$ cat src/rtl/core/blpd_ram.sv
// Generic single-write, single-read RAM with registered read data.
// No dependencies.
module blpd_ram #(
    parameter int WIDTH = 8,
    parameter int DEPTH = 16
) (
    input  logic                     clk,
    input  logic                     wr_en,
    input  logic [$clog2(DEPTH)-1:0] wr_addr,
    input  logic [WIDTH-1:0]         wr_data,
    input  logic                     rd_en,
    input  logic [$clog2(DEPTH)-1:0] rd_addr,
    output logic [WIDTH-1:0]         rd_data
);

    logic [WIDTH-1:0] mem [DEPTH];

    always_ff @(posedge clk)
    begin
        if (wr_en)
        begin
            mem[wr_addr] <= wr_data;
        end
        if (rd_en)
        begin
            rd_data <= mem[rd_addr];
        end
    end

endmodule

$ cat config.mk
export PLATFORM = sky130hd
export DESIGN_NAME = blpd_ram
export DESIGN_NICKNAME = d
export VERILOG_FILES = /design/src/rtl/core/blpd_ram.sv
export SDC_FILE = /design/constraint.sdc
export NUM_CORES = 1
export LEC_CHECK = 0
export ABC_AREA = 1
export BUFFER_PORTS_ARGS = -buffer_cell sky130_fd_sc_hd__buf_2
export CAP_MARGIN = 20
export CORE_ASPECT_RATIO = 0.6
export CORE_MARGIN = 3
export CORE_UTILIZATION = 45
export DETAILED_ROUTE_END_ITERATION = 10
export GPL_ROUTABILITY_DRIVEN = 0
export SYNTH_ARGS = -nofsm -noshare
export SYNTH_HDL_FRONTEND = slang
export SYNTH_SLANG_ARGS = --single-unit
$ cat constraint.sdc
create_clock -name clk -period 1.1 [get_ports clk]
set_input_delay 0.11 -clock clk [delete_from_list [all_inputs] [get_ports clk]]
set_output_delay 0.11 -clock clk [all_outputs]
set_load 0.005 [all_outputs]
==> results.sh <==
export IMPL_stdcell_count=792
export IMPL_fin_crit_sh_pct=101
export IMPL_drive_above_1_share_pct=24.7
export IMPL_fin_ws_ns=-0.00646
export IMPL_synth_seq_cells=136
export IMPL_crit_slowest_cell="edfxtp_1"
export IMPL_diodes=0
export IMPL_dp_cells=760
export IMPL_grt_pass1_wl_um=22400
export IMPL_layout_commonest_cell="nand2_1"
export IMPL_grt_max_degree=37
export IMPL_startpoint_type="flip-flop"
export IMPL_pin_count=27
export IMPL_grt_overflow=0
export IMPL_postSynthCellCount=551
export IMPL_detail_route_wirelength_um=15000
export IMPL_ctsHoldBuffers=0
export IMPL_synth_top_area_share_pct=69.8
export IMPL_synth_area_um2=5850
export IMPL_antenna_found_initial=0
export IMPL_period_needed_ns=1.11
export IMPL_finalSetupViolations=2
export IMPL_place_area_um2=6420
export IMPL_status="finished with violations"
export IMPL_cts_tree="done"
export IMPL_ant_nets=0
export IMPL_grt_usage_pct=21.4
export IMPL_core_um2=12400
export IMPL_insertion_delay_ns=0.42
export IMPL_grt_pass1_vias=3797
export IMPL_peakVddDrop_mv=1.22
export IMPL_synth_warnings=0
export IMPL_yosys_top_cells_area="edfxtp_1 (70%), nand2_1 (11%), nand3_1 (8.3%)"
export IMPL_placementRows=31
export IMPL_critical_path_required_ns=0.99
export IMPL_violations="negative setup slack"
export IMPL_p_leak_nw=3.17
export IMPL_drc_errors=0
export IMPL_slew_headroom_pct=69.2
export IMPL_synth_largest_area_cell="edfxtp_1"
export IMPL_via_per_inst=5.11
export IMPL_cts_buffers=17
export IMPL_ys_seq_area_share_pct=69.8
export IMPL_end_kind="primary output"
export IMPL_p_per_area_nw_per_um2=1780
export IMPL_path_class="flip-flop to primary output"
export IMPL_num_vias=4044
export IMPL_die_x_um=153
export IMPL_dieArea_um2=14400
export IMPL_syn_num_nets=570
export IMPL_syn_to_final_growth_pct=25.0
export IMPL_avgSynthCellArea_um2=10.6
export IMPL_max_stage_delay_ns=0.43
export IMPL_htreeDepth=4
export IMPL_hold_path_class="primary input to flip-flop"
export IMPL_cts_sinks=136
export IMPL_hold_viol_final=0
export IMPL_skew_ns=0.00553
export IMPL_clockBufferDepth=2
export IMPL_nNetsFinal=633
export IMPL_max_freq_mhz=904
export IMPL_hpwl_um=9740
export IMPL_wire_per_inst_um=18.9
export IMPL_drt_iter0_drc=373
export IMPL_path_buf_inv=1
export IMPL_tightest_slew_ns=0.462
export IMPL_slew_violations=0
export IMPL_cap_violations=0
export IMPL_path_clk_slew_ns=0.06
export IMPL_die_height_um=94.3
export IMPL_path_cells="buf_2"
export IMPL_post_cts_buffers=0
export IMPL_rsz0062_at_grt="true"
export IMPL_io_buffer_count=26
export IMPL_cp_max_fo=1
export IMPL_final_area_um2=7310
export IMPL_cp_data_arrival_time_ns=1.00
export IMPL_initial_core_util_pct=47.3
export IMPL_post_place_ws_ns=-0.270
export IMPL_synth_cell_types=11
export IMPL_critPathTopFamily="flip-flops"
export IMPL_cts_root_buffer="clkbuf_16"
export IMPL_dr_pass1_iters=5
export IMPL_final_cell_mix="nand2_1 (158), edfxtp_1 (136), inv_1 (99)"
-- flip-flops by register name (all words and copies together) (netlist names) --
| signal | count |
|---|---|
| mem | 128 |
| rd_data | 8 |
-- routing by layer --
layer	track usage [%]	vias to the layer above	part of all wire, %
li1	-	1910	-
met1	31.1	1960	48
met2	29.2	154	42
met3	7.82	20	8.7
met4	7.64	0	1.5
met5	0	-	0
-- final cells by class --
cell class | count | area [um^2]
Sequential cell | 136 | 4080
Multi-Input combinational cell | 289 | 1450
Timing Repair Buffer | 68 | 533
Fill cell | 1038 | 5070
Clock inverter | 15 | 224
Tap cell | 165 | 206
Clock buffer | 17 | 425
Inverter | 102 | 383
-- report_power, final --
part	leakage, nW	internal [mW]	switching [mW]
sequential	1.24	5.84	0.0323
combinational	1.62	0.306	0.599
clock	0.314	4.03	2.22
-- through the flow --
stage	power (mW)	util (%)	TNS (ns)	hold WS, ns
floorplan	6.38	-	0	0.209
CTS	13.0	57.7	-0.0154	0.0430
detailed placement	6.79	51.9	-2.65	0.476
global placement	6.78	51.9	-2.10	0.481
global route	13.4	59.1	-0.322	0.0488
finish	13.0	59.1	-0.00652	0.0603
-- worst paths after layout --
check,cells past startpoint,slack [ns],startpoint,endpoint
setup / recovery,1,-0.006,rd_data[5],rd_data[5]
hold reg to reg,6,0.78,mem[11][7],rd_data[7]
hold / removal,1,0.06,rd_en,rd_data[1]
setup reg to reg,6,0,mem[3][1],rd_data[1]
-- cell usage after synthesis --
cell type / number
buf_2: 13
nand3b_1: 2
buf_4: 4
nand2_1: 173
buf_1: 1
nor2_1: 17
inv_1: 100
inv_2: 2
nand3_1: 97
buf_6: 6
edfxtp_1: 136
-- cells by family after synthesis --
family | synth area share, %
buf+inv | 9.39
flops | 69.8
simple gates | 20.8
-- timing repair --
action                                  in CTS  in global routing
gates resized for setup                     16                 39
pin swaps                                    2                 17
endpoints found under the setup margin       7                  9
Note: power is estimated with default switching activity, not from simulation.
