<file path="src/rtl/core/blpd_pkg.sv">
// Shared types and constants for the bounded linked list block.
// No dependencies.
package blpd_pkg;

    localparam int CMD_W  = 2;
    localparam int ITEM_W = 32;
    localparam int POS_W  = 5;
    localparam int LEN_W  = 5;

    typedef enum logic [CMD_W-1:0] {
        CMD_INSERT_FRONT = 2'd0,
        CMD_DELETE_FRONT = 2'd1,
        CMD_DELETE_BACK  = 2'd2,
        CMD_DELETE_POS   = 2'd3
    } cmd_t;

    typedef enum logic [1:0] {
        ST_OK     = 2'd0,
        ST_EMPTY  = 2'd1,
        ST_BADPOS = 2'd2,
        ST_FULL   = 2'd3
    } status_t;

    typedef struct packed {
        cmd_t                     cmd;
        logic signed [ITEM_W-1:0] value;
        logic [POS_W-1:0]         position;
    } req_t;

    typedef struct packed {
        status_t                  status;
        logic signed [ITEM_W-1:0] item;
        logic [LEN_W-1:0]         length;
    } res_t;

endpackage

</file>
<file path="src/rtl/core/blpd_ctrl.sv">
// Command sequencer: walks and relinks nodes held in the value and link RAMs.
// Depends on blpd_pkg; drives two blpd_ram instances owned by the top level.
module blpd_ctrl import blpd_pkg::*; #(
    parameter int CAPACITY   = 16,
    parameter int DATA_WIDTH = 32
) (
    input  logic                          clk,
    input  logic                          rst_n,
    input  logic                          req_valid,
    output logic                          req_ready,
    input  req_t                          req,
    output logic                          res_valid,
    input  logic                          res_ready,
    output res_t                          res,
    output logic                          link_wr_en,
    output logic [$clog2(CAPACITY)-1:0]   link_wr_addr,
    output logic [2*$clog2(CAPACITY)-1:0] link_wr_data,
    output logic                          link_rd_en,
    output logic [$clog2(CAPACITY)-1:0]   link_rd_addr,
    input  logic [2*$clog2(CAPACITY)-1:0] link_rd_data,
    output logic                          val_wr_en,
    output logic [$clog2(CAPACITY)-1:0]   val_wr_addr,
    output logic [DATA_WIDTH-1:0]         val_wr_data,
    output logic                          val_rd_en,
    output logic [$clog2(CAPACITY)-1:0]   val_rd_addr,
    input  logic [DATA_WIDTH-1:0]         val_rd_data
);

    localparam int IW = $clog2(CAPACITY);
    localparam int CW = $clog2(CAPACITY + 1);

    typedef enum logic [14:0] {
        S_IDLE     = 15'b000000000000001,
        S_DECODE   = 15'b000000000000010,
        S_INS_FREE = 15'b000000000000100,
        S_INS_WR   = 15'b000000000001000,
        S_INS_HWR  = 15'b000000000010000,
        S_INS_TRD  = 15'b000000000100000,
        S_INS_TWR  = 15'b000000001000000,
        S_WALK     = 15'b000000010000000,
        S_DEL_LOAD = 15'b000000100000000,
        S_DEL_PWR  = 15'b000001000000000,
        S_DEL_QRD  = 15'b000010000000000,
        S_DEL_QWR  = 15'b000100000000000,
        S_RELEASE  = 15'b001000000000000,
        S_DONE     = 15'b010000000000000
    } state_t;

    state_t                   state_reg, state_next;
    logic [IW-1:0]            head_reg, head_next;
    logic [IW-1:0]            tail_reg, tail_next;
    logic [CW-1:0]            count_reg, count_next;
    logic [CW-1:0]            used_reg, used_next;
    logic [IW-1:0]            free_head_reg, free_head_next;

    logic [IW-1:0]            cur_reg, cur_next;
    logic [IW-1:0]            p_reg, p_next;
    logic [IW-1:0]            q_reg, q_next;
    logic [POS_W-1:0]         steps_reg, steps_next;
    cmd_t                     cmd_reg, cmd_next;
    logic signed [ITEM_W-1:0] value_reg, value_next;
    status_t                  status_reg, status_next;
    logic [ITEM_W-1:0]        item_reg, item_next;

    logic [IW-1:0]            lk_next;
    logic [IW-1:0]            lk_prev;
    logic [DATA_WIDTH+ITEM_W-1:0] in_ext;
    logic [DATA_WIDTH-1:0]    store_data;
    logic [DATA_WIDTH-1:0]    item_src;
    logic [DATA_WIDTH+ITEM_W-1:0] item_ext;
    logic [ITEM_W-1:0]        item_conv;
    logic [CW+POS_W-1:0]      pos_ext;
    logic [CW+POS_W-1:0]      cnt_ext;
    logic [CW+LEN_W-1:0]      len_ext;

    // link word = {next, prev}
    assign lk_next = link_rd_data[2*IW-1:IW];
    assign lk_prev = link_rd_data[IW-1:0];

    assign in_ext     = {{DATA_WIDTH{value_reg[ITEM_W-1]}}, value_reg};
    assign store_data = in_ext[DATA_WIDTH-1:0];
    assign item_src   = (state_reg == S_INS_WR) ? store_data : val_rd_data;
    assign item_ext   = {{ITEM_W{item_src[DATA_WIDTH-1]}}, item_src};
    assign item_conv  = item_ext[ITEM_W-1:0];

    assign pos_ext = {{CW{1'b0}}, steps_reg};
    assign cnt_ext = {{POS_W{1'b0}}, count_reg};
    assign len_ext = {{LEN_W{1'b0}}, count_reg};

    assign req_ready  = (state_reg == S_IDLE);
    assign res_valid  = (state_reg == S_DONE);
    assign res.status = status_reg;
    assign res.item   = item_reg;
    assign res.length = len_ext[LEN_W-1:0];

    always_comb
    begin
        state_next     = state_reg;
        head_next      = head_reg;
        tail_next      = tail_reg;
        count_next     = count_reg;
        used_next      = used_reg;
        free_head_next = free_head_reg;
        cur_next       = cur_reg;
        p_next         = p_reg;
        q_next         = q_reg;
        steps_next     = steps_reg;
        cmd_next       = cmd_reg;
        value_next     = value_reg;
        status_next    = status_reg;
        item_next      = item_reg;

        link_wr_en   = 1'b0;
        link_wr_addr = '0;
        link_wr_data = '0;
        link_rd_en   = 1'b0;
        link_rd_addr = '0;
        val_wr_en    = 1'b0;
        val_wr_addr  = '0;
        val_wr_data  = '0;
        val_rd_en    = 1'b0;
        val_rd_addr  = '0;

        case (state_reg)
            S_IDLE:
            begin
                if (req_valid)
                begin
                    cmd_next   = req.cmd;
                    value_next = req.value;
                    steps_next = req.position;
                    state_next = S_DECODE;
                end
            end

            S_DECODE:
            begin
                status_next = ST_OK;
                item_next   = '0;
                if (cmd_reg == CMD_INSERT_FRONT)
                begin
                    if (count_reg == CW'(CAPACITY))
                    begin
                        status_next = ST_FULL;
                        state_next  = S_DONE;
                    end
                    else if (used_reg != CW'(CAPACITY))
                    begin
                        // never-used nodes first
                        cur_next   = used_reg[IW-1:0];
                        used_next  = used_reg + CW'(1);
                        state_next = S_INS_WR;
                    end
                    else
                    begin
                        link_rd_en   = 1'b1;
                        link_rd_addr = free_head_reg;
                        state_next   = S_INS_FREE;
                    end
                end
                else if (count_reg == '0)
                begin
                    status_next = ST_EMPTY;
                    state_next  = S_DONE;
                end
                else if (cmd_reg == CMD_DELETE_FRONT || cmd_reg == CMD_DELETE_BACK)
                begin
                    cur_next     = (cmd_reg == CMD_DELETE_FRONT) ? head_reg : tail_reg;
                    link_rd_en   = 1'b1;
                    link_rd_addr = cur_next;
                    val_rd_en    = 1'b1;
                    val_rd_addr  = cur_next;
                    state_next   = S_DEL_LOAD;
                end
                else if (steps_reg == '0 || pos_ext > cnt_ext)
                begin
                    status_next = ST_BADPOS;
                    state_next  = S_DONE;
                end
                else
                begin
                    cur_next     = head_reg;
                    link_rd_en   = 1'b1;
                    link_rd_addr = head_reg;
                    val_rd_en    = 1'b1;
                    val_rd_addr  = head_reg;
                    steps_next   = steps_reg - POS_W'(1);
                    state_next   = (steps_reg == POS_W'(1)) ? S_DEL_LOAD : S_WALK;
                end
            end

            S_WALK:
            begin
                // one link hop per cycle, read address taken from the RAM output
                cur_next     = lk_next;
                link_rd_en   = 1'b1;
                link_rd_addr = lk_next;
                val_rd_en    = 1'b1;
                val_rd_addr  = lk_next;
                steps_next   = steps_reg - POS_W'(1);
                if (steps_reg == POS_W'(1))
                begin
                    state_next = S_DEL_LOAD;
                end
            end

            S_DEL_LOAD:
            begin
                item_next = item_conv;
                p_next    = lk_prev;
                q_next    = lk_next;
                if (count_reg == CW'(1))
                begin
                    link_wr_en     = 1'b1;
                    link_wr_addr   = cur_reg;
                    link_wr_data   = {free_head_reg, cur_reg};
                    free_head_next = cur_reg;
                    head_next      = '0;
                    tail_next      = '0;
                    count_next     = '0;
                    state_next     = S_DONE;
                end
                else
                begin
                    link_rd_en   = 1'b1;
                    link_rd_addr = lk_prev;
                    state_next   = S_DEL_PWR;
                end
            end

            S_DEL_PWR:
            begin
                link_wr_en   = 1'b1;
                link_wr_addr = p_reg;
                link_wr_data = {q_reg, lk_prev};
                state_next   = S_DEL_QRD;
            end

            S_DEL_QRD:
            begin
                // read after the p write so that p == q sees the new word
                link_rd_en   = 1'b1;
                link_rd_addr = q_reg;
                state_next   = S_DEL_QWR;
            end

            S_DEL_QWR:
            begin
                link_wr_en   = 1'b1;
                link_wr_addr = q_reg;
                link_wr_data = {lk_next, p_reg};
                state_next   = S_RELEASE;
            end

            S_RELEASE:
            begin
                link_wr_en     = 1'b1;
                link_wr_addr   = cur_reg;
                link_wr_data   = {free_head_reg, cur_reg};
                free_head_next = cur_reg;
                if (cur_reg == head_reg)
                begin
                    head_next = q_reg;
                end
                if (cur_reg == tail_reg)
                begin
                    tail_next = p_reg;
                end
                count_next = count_reg - CW'(1);
                state_next = S_DONE;
            end

            S_INS_FREE:
            begin
                cur_next       = free_head_reg;
                free_head_next = lk_next;
                state_next     = S_INS_WR;
            end

            S_INS_WR:
            begin
                val_wr_en    = 1'b1;
                val_wr_addr  = cur_reg;
                val_wr_data  = store_data;
                item_next    = item_conv;
                link_wr_en   = 1'b1;
                link_wr_addr = cur_reg;
                if (count_reg == '0)
                begin
                    link_wr_data = {cur_reg, cur_reg};
                    head_next    = cur_reg;
                    tail_next    = cur_reg;
                    count_next   = CW'(1);
                    state_next   = S_DONE;
                end
                else
                begin
                    link_wr_data = {head_reg, tail_reg};
                    link_rd_en   = 1'b1;
                    link_rd_addr = head_reg;
                    state_next   = S_INS_HWR;
                end
            end

            S_INS_HWR:
            begin
                link_wr_en   = 1'b1;
                link_wr_addr = head_reg;
                link_wr_data = {lk_next, cur_reg};
                state_next   = S_INS_TRD;
            end

            S_INS_TRD:
            begin
                link_rd_en   = 1'b1;
                link_rd_addr = tail_reg;
                state_next   = S_INS_TWR;
            end

            S_INS_TWR:
            begin
                link_wr_en   = 1'b1;
                link_wr_addr = tail_reg;
                link_wr_data = {cur_reg, lk_prev};
                head_next    = cur_reg;
                count_next   = count_reg + CW'(1);
                state_next   = S_DONE;
            end

            S_DONE:
            begin
                if (res_ready)
                begin
                    state_next = S_IDLE;
                end
            end

            default:
            begin
                state_next = S_IDLE;
            end
        endcase
    end

    always_ff @(posedge clk or negedge rst_n)
    begin
        if (!rst_n)
        begin
            state_reg     <= S_IDLE;
            head_reg      <= '0;
            tail_reg      <= '0;
            count_reg     <= '0;
            used_reg      <= '0;
            free_head_reg <= '0;
        end
        else
        begin
            state_reg     <= state_next;
            head_reg      <= head_next;
            tail_reg      <= tail_next;
            count_reg     <= count_next;
            used_reg      <= used_next;
            free_head_reg <= free_head_next;
        end
    end

    always_ff @(posedge clk)
    begin
        cur_reg    <= cur_next;
        p_reg      <= p_next;
        q_reg      <= q_next;
        steps_reg  <= steps_next;
        cmd_reg    <= cmd_next;
        value_reg  <= value_next;
        status_reg <= status_next;
        item_reg   <= item_next;
    end

endmodule

</file>
<file path="config.mk">
export PLATFORM = sky130hd
export DESIGN_NAME = blpd_ctrl
export DESIGN_NICKNAME = d
export VERILOG_FILES = /design/src/rtl/core/blpd_pkg.sv /design/src/rtl/core/blpd_ctrl.sv
export SDC_FILE = /design/constraint.sdc
export NUM_CORES = 1
export LEC_CHECK = 0
export BUFFER_PORTS_ARGS = -buffer_cell sky130_fd_sc_hd__buf_2
export CORE_ASPECT_RATIO = 0.8
export CORE_MARGIN = 1.5
export CORE_UTILIZATION = 40
export DETAILED_ROUTE_END_ITERATION = 8
export SLEW_MARGIN = 25
export SYNTH_ARGS = -nofsm -noshare
export SYNTH_HDL_FRONTEND = slang
export SYNTH_SLANG_ARGS = --single-unit
</file>
<file path="constraint.sdc">
create_clock -name clk -period 7.9 [get_ports clk]
set_clock_uncertainty 0.15 [all_clocks]
set_input_delay 1.58 -clock clk [delete_from_list [all_inputs] [get_ports clk]]
set_output_delay 1.58 -clock clk [all_outputs]
set_load 0.03 [all_outputs]
</file>
==> flow_metrics.py, run 1 <==
metrics = {
    "synthesis": {
        "synth_edf_count": 85,
        "ys_ff_latch": 121,
        "yosysTopAreaCell": "edfxtp_1",
        "synthCells": 567,
        "synth_top_area_share_pct": 40.26,
        "synth_fp_nets": 666,
        "syn_area_per_cell_um2": 11.18,
        "synth_ff_type": "edfxtp_1",
        "seq_area_frac_synth_pct": 54.49,
        "synth_warnings": 0,
        "synth_cell_type_count": 59,
        "netlist_area_mm2": 0.006340,
        "synthTopCellsByArea": "edfxtp_1 40%, dfrtp_1 14%, a21o_1 4.7%, and2_1 3.8%, nand2_1 3.7%",
        "async_flop_share_pct": 29.75,
    },
    "timing": {
        "report.final.slew_viol_count": 0,
        "setup_viol": 0,
        "rsz0062_at_grt": "false",
        "finalHoldViolCount": 0,
        "slew_headroom_pct": 36.46,
        "min_period_ps": 5509,
        "fmax_ghz": 0.1815,
        "finalCritPeriodShare_pct": 69.74,
        "tightest_slew_ps": 943.2,
        "tns_ps": 0,
    },
    "clocking": {
        "clkTransAtPathRegs_ps": 60,
        "cts_made_buffers": 17,
        "post-cts-setup-buffer-count": 0,
        "clockBufferDepth": 2,
        "root_buffer": "clkbuf_16",
        "cts_tree": "yes",
        "htreeDepth": 4,
        "clock_latency_ps": 420,
        "cts_hold_buf": 0,
        "cts_resized": 0,
        "clock_sinks": 121,
    },
    "worst_setup_path": {
        "worstPathMaxFanout": 44,
        "crit_slowest_cell": "nor2b_1",
        "path_delay_family": "simple AND/OR/NAND/NOR gates",
        "required_ps": 6170,
        "worstPathArrival_ps": 3780,
        "crit_chain": "or4_1, nor4_4, buf_4, nor2b_1, or2_2, or4_1, buf_2",
        "crit_type": "flip-flop to primary output",
        "cp_common_cell": "or4_1",
        "crit_path_start_kind": "flip-flop",
        "path_buf_inv": 2,
        "slowest_delay_ps": 810,
        "end_kind": "primary output",
    },
    "final_layout": {
        "final_nets": 846,
        "insertedDiodeCount": 0,
        "final_cells": 970,
        "mostFrequentLayoutCells": "183 x buf_2, 85 x edfxtp_1, 62 x nand2_1, 40 x a21o_1, 38 x and2_1",
        "layout-drive-gt1-share_pct": 32.63,
        "syn_to_final_growth_pct": 27.00,
        "fill_cells": 1376,
        "final_util_pct": 52.75,
        "layout.cells.most_common": "buf_2",
    },
    "floorplanning": {
        "rows": 40,
        "initial_core_util_pct": 41.53,
        "die_area_mm2": 0.01662,
        "die_h_um": 115.6,
        "core_mm2": 0.01526,
        "io_pins": 184,
        "fp.dieW_um": 143.8,
    },
    "grt": {
        "grt_max_degree": 45,
        "grt_pass1_wl_mm": 27.96,
        "grt_usage_pct": 22.52,
        "grt_pass1_vias": 5119,
        "overflow": 0,
        "antenna_found_initial": 0,
    },
    "pwr": {
        "vdd_ir_drop_max_uv": 152.2,
        "leakagePower_nw": 3.921,
        "power_density_mw_per_mm2": 275.2,
    },
    "detailed_routing": {
        "ant_nets": 0,
        "first_pass_iters": 5,
        "dr.first_iter.drc_count": 453,
        "wire_per_inst_um": 19.19,
        "wl_met2_mm": 8.537,
        "m1WireLength_mm": 8.424,
        "wl_mm": 18.62,
        "highest_layer": "met4",
        "vias": 5382,
        "drc": 0,
        "dr_wl_met3_mm": 1.387,
        "viasPerCell": 5.548,
    },
    "hold_path": {
        "min_path_type": "flip-flop to flip-flop",
    },
    "outcome": {
        "status": "complete, no violations",
    },
    "placed_design": {
        "dpl.hpwl_mm": 13.78,
        "portBuffers": 183,
        "place_congestion": 0.9585,
        "post-place-cells": 938,
    },
    "flow_run": {
        "cap_violations": 0,
    },
}
-- cells by family (layout without fill, tap and decap cells) --
| family | after synthesis | in the layout | synth area share [%] |
|---|---|---|---|
| multiplexers | 22 | 22 | 3.750 |
| AND/OR/NAND/NOR | 218 | 218 | 19.05 |
| buffers and inverters | 46 | 239 | 2.862 |
| adder cells (fa/ha/maj) | 16 | 16 | 3.158 |
| flip-flops | 121 | 121 | 54.49 |
| AO/OA/AOI/OAI | 126 | 126 | 14.21 |
| XOR/XNOR | 18 | 18 | 2.487 |
-- worst reg2reg max path, cell delays in order, from the launching register on --
cell,delay [ps]
dfrtp_1,420
or4_1,750
nor4_4,330
buf_4,380
nor2b_1,810
or2_2,330
a21oi_1,150
mux2_1,370
-- worst paths after layout --
path	from	endpoint	slack [ps]	depth (start not counted)
setup / recovery	state_reg[11]$_DFFE_PN0P_	link_rd_en	2390	7
hold / removal	used_reg[4]$_DFFE_PN0P_	used_reg[4]$_DFFE_PN0P_	330	1
setup reg to reg	state_reg[11]$_DFFE_PN0P_	tail_reg[1]$_DFFE_PN0P_	4100	7
hold reg to reg	used_reg[4]$_DFFE_PN0P_	used_reg[4]$_DFFE_PN0P_	330	1
max in group asynchronous	rst_n	state_reg[10]$_DFFE_PN0P_	5870	1
min in group asynchronous	rst_n	free_head_reg[1]$_DFFE_PN0P_	1150	1
-- synth_stat cells, types with 2 or more instances --
library cell and number:
edfxtp_1 85, nand2_1 62, a21o_1 40, and2_1 39, dfrtp_1 35, nor2_1 22, o21ai_0 22, clkbuf_1 21
inv_1 18, ha_1 16, a222oi_1 14, a21oi_1 13, nand3_1 13, nor3_1 12, nor4_1 11, xor2_1 11
a22oi_1 10, mux2_1 8, mux2i_1 8, or2_2 8, nand2b_1 7, xnor2_1 7, mux2_2 6, or4b_2 6
a221oi_1 5, nand4_1 5, or3_1 5, buf_2 4, nor2b_1 4, or4_1 4, a22o_1 3, a31oi_1 3
and4_1 3, nand3b_1 3, o22ai_1 3, o31ai_1 3, a211oi_1 2, and4b_1 2, buf_1 2, nand4b_1 2
o21a_1 2
-- final cells by class --
cell class	instances	area, um^2	share of cell area (%)
clock buffers	17	425.4	5.284
clock inverters	15	153.9	1.911
inverters	18	67.56	0.8392
multi-input cells	400	2726	33.86
flip-flops and latches	121	3455	42.91
well taps	210	262.8	3.263
repair buffers	189	960.9	11.93
-- stage by stage --
step / instance area [um^2] / total power [mW] / hold slack, ps / setup WS (ps)
6_report: 8051 / 2.216 / 329.8 / 2391
5_1_grt: 8051 / 2.329 / 347.6 / 2183
4_1_cts: 8045 / 2.229 / 331.6 / 2432
3_5_place_dp: 7466 / 1.466 / 320.3 / 2882
3_3_place_gp: 7466 / 1.448 / 315.0 / 2936
2_1_floorplan: 6340 / 1.282 / 295.5 / 3090
-- metal layers --
| metal | global-route usage, % | up-vias |
|---|---|---|
| met5 | 0 | - |
| met4 | 6.395 | 0 |
| met3 | 6.694 | 28 |
| met2 | 34.71 | 260 |
| met1 | 30.93 | 2607 |
| li1 | - | 2487 |
-- where the power goes --
group / switching, mW / leakage (nW) / internal [mW]
clock: 0.296 / 0.272 / 0.463
sequential: 0.0747 / 1.26 / 0.833
combinational: 0.374 / 2.39 / 0.175
Note: power is estimated with default switching activity, not from simulation.
==> run 2, diff against run 1 <==
--- a/config.mk
+++ b/config.mk
@@ -5,6 +5,7 @@
 export SDC_FILE = /design/constraint.sdc
 export NUM_CORES = 1
 export LEC_CHECK = 0
+export ABC_AREA = 1
 export BUFFER_PORTS_ARGS = -buffer_cell sky130_fd_sc_hd__buf_2
 export CORE_ASPECT_RATIO = 0.8
 export CORE_MARGIN = 1.5
==> constraint.sdc (replaced) <==
create_clock -name clk -period 5.4 [get_ports clk]
set_clock_uncertainty 0.15 [all_clocks]
set_input_delay 1.08 -clock clk [delete_from_list [all_inputs] [get_ports clk]]
set_output_delay 1.08 -clock clk [all_outputs]
set_load 0.03 [all_outputs]
==> run 2 against run 1 <==
Against the previous run:
- cell count is 33% higher
- wire length up 14%
- sequential cell count unchanged
- cell area grew 9.3%
- setup slack worse by 1200 ps
- count of clock-buffer cells in the layout did not move
- worst hold slack improved by 38 ps
- first-iteration DRC count rose by 24%
- total power is 58% higher
- sequential share of layout area decreased by 3.6 points
- utilization down 2.1 points
==> flow_metrics.py, run 2 <==
metrics = {
    "worst_setup_path": {
        "crit_path_start_kind": "flip-flop",
        "worstPathArrival_ps": 3010,
        "crit_path_start": "state_reg[9]$_DFFE_PN0P_",
        "required_ps": 4170,
        "crit_type": "flip-flop to primary output",
        "worstPathMaxFanout": 44,
        "end_kind": "primary output",
        "reg2reg_from": "state_reg[9]$_DFFE_PN0P_",
    },
    "hold_path": {
        "min_from": "used_reg[3]$_DFFE_PN0P_",
        "min_path_type": "flip-flop to flip-flop",
    },
    "clocking": {
        "clock_latency_ps": 420,
        "cts_resized": 0,
        "post-cts-setup-buffer-count": 0,
        "clockBufferDepth": 2,
        "root_buffer": "clkbuf_16",
        "clkTransAtPathRegs_ps": 60,
        "cts_made_buffers": 17,
        "clock_sinks": 121,
        "cts_hold_buf": 0,
        "cts_tree": "yes",
        "htreeDepth": 4,
    },
    "synthesis": {
        "synth_fp_nets": 973,
        "yosysTopAreaCell": "edfxtp_1",
        "seq_area_frac_synth_pct": 48.54,
        "ys_ff_latch": 121,
        "synth.most_common_cell": "nand2_1",
        "synthTopCellsByArea": "edfxtp_1 36%, dfrtp_1 12%, nand2_1 11%, inv_1 8.2%, nor2_1 4.6%",
        "synth_ff_type": "edfxtp_1",
        "synth_top_area_share_pct": 35.86,
        "synth_edf_count": 85,
        "yosys-top-cells-count": "204 x nand2_1, 156 x inv_1, 88 x nor2_1, 85 x edfxtp_1, 64 x o21ai_0",
        "netlist_area_mm2": 0.007117,
        "syn_area_per_cell_um2": 8.143,
        "async_flop_share_pct": 29.75,
        "synth_warnings": 0,
        "synthCells": 874,
        "synth_cell_type_count": 41,
    },
    "timing": {
        "post-route-worst-setup-slack_ps": 1157,
        "min_period_ps": 4243,
        "tightest_slew_ps": 892.5,
        "report.final.slew_viol_count": 0,
        "finalCritPeriodShare_pct": 78.58,
        "finalHoldViolCount": 0,
        "rsz0062_at_grt": "false",
        "setup_viol": 0,
        "tns_ps": 0,
        "slew_headroom_pct": 40.50,
        "fmax_ghz": 0.2357,
    },
    "pwr": {
        "p_comb_share_pct": 30.1,
        "leakagePower_nw": 4.767,
        "power_density_mw_per_mm2": 396.9,
        "switching_share_pct": 37.83,
        "pwr-share-seq_pct": 38.5,
        "vdd_ir_drop_max_uv": 177.4,
        "p_clk_share_pct": 31.3,
        "p_switching_mw": 1.321,
        "intPower_mw": 2.171,
    },
    "detailed_routing": {
        "dr.first_iter.drc_count": 561,
        "vias": 6543,
        "viasPerCell": 5.060,
        "wl_mm": 21.17,
        "first_pass_iters": 6,
        "wire_per_inst_um": 16.37,
        "drc": 0,
        "ant_nets": 0,
    },
    "final_layout": {
        "final_util_pct": 50.63,
        "layout-drive-gt1-share_pct": 24.81,
        "syn_to_final_growth_pct": 23.63,
        "insertedDiodeCount": 0,
        "final_nets": 1154,
        "mostFrequentLayoutCells": "204 x nand2_1, 183 x buf_2, 156 x inv_1, 87 x nor2_1, 85 x edfxtp_1",
        "layout.cells.most_common": "nand2_1",
    },
    "floorplanning": {
        "die_area_mm2": 0.01861,
        "initial_core_util_pct": 40.95,
        "die_h_um": 122.3,
        "core_mm2": 0.01738,
        "fp.dieW_um": 152.1,
        "rows": 43,
        "io_pins": 184,
    },
    "placed_design": {
        "place_congestion": 0.9593,
        "pre_cts_slack_ps": 1594,
        "dpl.hpwl_mm": 15.94,
        "portBuffers": 183,
    },
    "grt": {
        "overflow": 0,
        "antenna_found_initial": 0,
        "grt_pass1_wl_mm": 32.26,
        "grt_usage_pct": 22.76,
        "grt_max_degree": 73,
        "grt_pass1_vias": 5983,
    },
    "flow_run": {
        "cap_violations": 0,
    },
    "outcome": {
        "status": "complete, no violations",
    },
}
run 2: worst paths after layout:
path	slack (ps)	end	depth (start not counted)
setup / recovery	1160	link_wr_data[7]	9
hold / removal	370	used_reg[3]$_DFFE_PN0P_	1
hold reg to reg	370	used_reg[3]$_DFFE_PN0P_	1
max in group asynchronous	4010	state_reg[0]$_DFFE_PN1P_	2
min in group asynchronous	510	used_reg[3]$_DFFE_PN0P_	1
setup reg to reg	2430	item_reg[18]$_SDFFCE_PN0P_	5
run 2: final cells by class:
cell class | instances | area (um^2)
fill | 1754 | 8579
sequential | 121 | 3455
clock buffer | 17 | 425.4
tap | 225 | 281.5
timing repair buffer | 186 | 958.4
multi-input combinational | 566 | 2923
inverter | 163 | 611.8
clock inverter | 15 | 143.9
run 2: per-stage QoR:
stage / std cells / hold WS, ps / total power, mW / instance area, um^2
6_report: 1293 / 367.4 / 3.492 / 8798
5_1_grt: 1293 / 383.2 / 3.684 / 8798
4_1_cts: 1292 / 357.2 / 3.511 / 8771
3_5_place_dp: 1260 / 348.2 / 2.408 / 8202
3_3_place_gp: 1260 / 339.9 / 2.393 / 8202
2_1_floorplan: 874 / 313.6 / 2.093 / 7117
run 2: cells by family (layout without fill, tap and decap cells):
logic type / count (synthesis) / count (layout) / share of synthesized area (%)
buffers and inverters: 187 / 381 / 10.57
XOR/XNOR: 18 / 18 / 2.215
flip-flops: 121 / 121 / 48.54
AO/OA/AOI/OAI: 115 / 115 / 9.001
adder cells (fa/ha/maj): 16 / 16 / 2.813
AND/OR/NAND/NOR: 417 / 417 / 26.86
run 2: power groups by stage:
stage	combinational, mW	clock [mW]	sequential [mW]
after floorplan	0.662	0	1.43
after detailed placement	1.05	0	1.36
final	1.05	1.09	1.35
after global routing	1.16	1.16	1.36
after global placement	1.04	0	1.36
after CTS	1.05	1.11	1.35
run 2: metal layers:
| metal | track usage [%] | wire length [um] |
|---|---|---|
| met5 | 0 | 0 |
| met3 | 6.356 | 1794 |
| met4 | 5.947 | 265 |
| met2 | 34.64 | 9467 |
| met1 | 31.97 | 9641 |
run 2: critical path, stage by stage (launching register included):
cell and delay (ps):
dfrtp_1 430, nor2_4 130, nand2_2 90, nor2_4 330, nand3_4 570, nor2_4 460, nand2_1 110, and3_1 180
nand2_1 70, buf_2 200
==> run 3, diff against run 2 <==
==> constraint.sdc (replaced) <==
create_clock -name clk -period 4.2 [get_ports clk]
set_clock_uncertainty 0.15 [all_clocks]
set_input_delay 0.84 -clock clk [delete_from_list [all_inputs] [get_ports clk]]
set_output_delay 0.84 -clock clk [all_outputs]
set_load 0.03 [all_outputs]
==> run 3 against run 2 <==
Against the previous run:
- critical path type unchanged
- sequential cell count stayed put
- register-to-register slack worse by 1100 ps
- setup slack worse by 730 ps
- global-route usage is 0.25 points higher
- wire length is 1.6% higher
- critical path depth is 1 higher
- utilization is 0.11 points higher
- clock power is 39% higher
- sequential share of layout area is 0.084 points lower
- first-iteration DRC count is 9.4% higher
- cell area is 0.21% higher
- die area stayed put
==> flow_metrics.py, run 3 (same netlist as run 2, synthesis figures left out) <==
metrics = {
    "outcome": {
        "status": "complete, no violations",
    },
    "final_layout": {
        "stdcell_area_mm2": 0.008817,
        "syn_to_final_growth_pct": 23.89,
        "layout.cells.most_common": "nand2_1",
        "insertedDiodeCount": 0,
        "fill_cells": 1748,
        "final_util_pct": 50.74,
        "multi_input_area_mm2": 0.002923,
        "final_nets": 1155,
        "layout-drive-gt1-share_pct": 24.88,
        "mostFrequentLayoutCells": "204 x nand2_1, 183 x buf_2, 156 x inv_1, 87 x nor2_1, 85 x edfxtp_1",
        "regArea_mm2": 0.003455,
    },
    "clocking": {
        "clock_sinks": 121,
        "post-cts-setup-buffer-count": 0,
        "cts_made_buffers": 17,
        "root_buffer": "clkbuf_16",
        "htreeDepth": 4,
        "clkTransAtPathRegs_ps": 60,
        "cts_hold_buf": 0,
        "cts_tree": "yes",
        "cts_resized": 0,
        "clock_latency_ps": 410,
        "clockBufferDepth": 2,
    },
    "timing": {
        "report.final.slew_viol_count": 0,
        "setup_viol": 0,
        "min_period_ps": 3773,
        "slew_headroom_pct": 38.74,
        "rsz0062_at_grt": "false",
        "finalHoldViolCount": 0,
        "tns_ps": 0,
        "post-route-worst-setup-slack_ps": 426.8,
        "tightest_slew_ps": 911.9,
        "timing.hold.ws_ps": 355.9,
        "finalCritPeriodShare_pct": 89.84,
        "fmax_ghz": 0.2650,
    },
    "detailed_routing": {
        "first_pass_iters": 5,
        "wire_per_inst_um": 16.62,
        "dr.first_iter.drc_count": 614,
        "ant_nets": 0,
        "drc": 0,
        "wl_mm": 21.50,
        "viasPerCell": 5.026,
        "vias": 6504,
    },
    "placed_design": {
        "place_congestion": 0.9786,
        "post_dp_cell_area_mm2": 0.008217,
        "pre_cts_slack_ps": 945.4,
        "portBuffers": 183,
        "dpl.hpwl_mm": 16.24,
    },
    "worst_setup_path": {
        "timing.rr.end": "item_reg[11]$_SDFFCE_PN0P_",
        "end_kind": "primary output",
        "reg2reg_depth": 6,
        "r2r_slack_ps": 1350,
        "crit_path_start_kind": "flip-flop",
        "worstPathArrival_ps": 2780,
        "worstPathMaxFanout": 15,
        "crit_type": "flip-flop to primary output",
        "reg2reg_from": "state_reg[9]$_DFFE_PN0P_",
        "required_ps": 3210,
    },
    "pwr": {
        "intPower_mw": 2.902,
        "pwr-share-seq_pct": 37.6,
        "vdd_ir_drop_max_uv": 271.7,
        "leakagePower_nw": 4.775,
        "p_clk_share_pct": 32.9,
        "power_density_mw_per_mm2": 520.2,
        "p_switching_mw": 1.685,
        "p_comb_share_pct": 29.4,
        "switching_share_pct": 36.73,
    },
    "floorplanning": {
        "fp.dieW_um": 152.1,
        "die_h_um": 122.3,
        "die_area_mm2": 0.01861,
        "io_pins": 184,
        "core_mm2": 0.01738,
        "rows": 43,
        "initial_core_util_pct": 40.95,
    },
    "hold_path": {
        "min_from": "used_reg[3]$_DFFE_PN0P_",
        "hold_path_end": "used_reg[3]$_DFFE_PN0P_",
        "whs_path_depth": 1,
        "min_path_type": "flip-flop to flip-flop",
    },
    "grt": {
        "grt_pass1_vias": 5860,
        "antenna_found_initial": 1,
        "grt_pass1_wl_mm": 32.71,
        "overflow": 0,
        "grt_max_degree": 65,
        "grt_usage_pct": 23.02,
    },
    "flow_run": {
        "cap_violations": 0,
    },
}
[run 3: cell count changes in the layout (fill, tap and decap cells not counted), sizes merged]
cell and change:
buf +1, clkbuf +1, bufinv +2, clkinv -2, clkinvlp +1, inv -2
[run 3: power groups by stage]
stage          Sequential [mW]  Combinational [mW]  Clock, mW
6_report                  1.73                1.35       1.51
5_1_grt                   1.75                1.49       1.57
4_1_cts                   1.73                1.35       1.53
3_5_place_dp              1.75                1.35          0
3_3_place_gp              1.74                1.34          0
2_1_floorplan             1.84               0.851          0
[run 3: worst max path at each step]
stage	slack, ps	depth (start not counted)	from	to
5_1_grt	230	10	state_reg[4]$_DFFE_PN0P_	link_wr_addr[3]
3_3_place_gp	1040	10	state_reg[3]$_DFFE_PN0P_	link_wr_addr[3]
3_5_place_dp	950	10	state_reg[3]$_DFFE_PN0P_	link_wr_addr[3]
2_1_floorplan	1100	14	count_reg[2]$_DFFE_PN0P_	link_rd_addr[3]
4_1_cts	470	10	state_reg[3]$_DFFE_PN0P_	link_wr_addr[3]
6_report	430	10	state_reg[3]$_DFFE_PN0P_	link_wr_addr[3]
[run 3: metrics by stage]
step | std cells | power, mW
floorplan | 874 | 2.691
global placement | 1262 | 3.083
detailed placement | 1262 | 3.094
CTS | 1294 | 4.603
global route | 1294 | 4.816
finish | 1294 | 4.587
[run 3: worst max-delay path, cell delays in order, from the launching register on]
cell,delay (ps)
dfrtp_1,390
nor2_1,210
nand2_2,130
nor2_4,330
nand2_2,290
nand2_1,320
inv_1,90
nand2_1,160
nand2_1,70
nand3_1,140
buf_2,220
[run 3: cell type report]
cell class / instances / share of cell area [%]
sequential: 121 / 39.18
multi-input combinational: 566 / 33.15
timing repair buffer: 187 / 10.73
inverter: 163 / 6.939
clock buffer: 18 / 4.867
tap: 225 / 3.193
clock inverter: 14 / 1.944
[run 3: metal layers]
| metal | global-route usage (%) | vias to the layer above | part of all wire [%] |
|---|---|---|---|
| li1 | - | 3185 | - |
| met1 | 32.81 | 3014 | 46 |
| met2 | 33.80 | 276 | 44 |
| met3 | 6.532 | 29 | 8.6 |
| met4 | 7.100 | 0 | 1.5 |
| met5 | 0 | - | 0 |
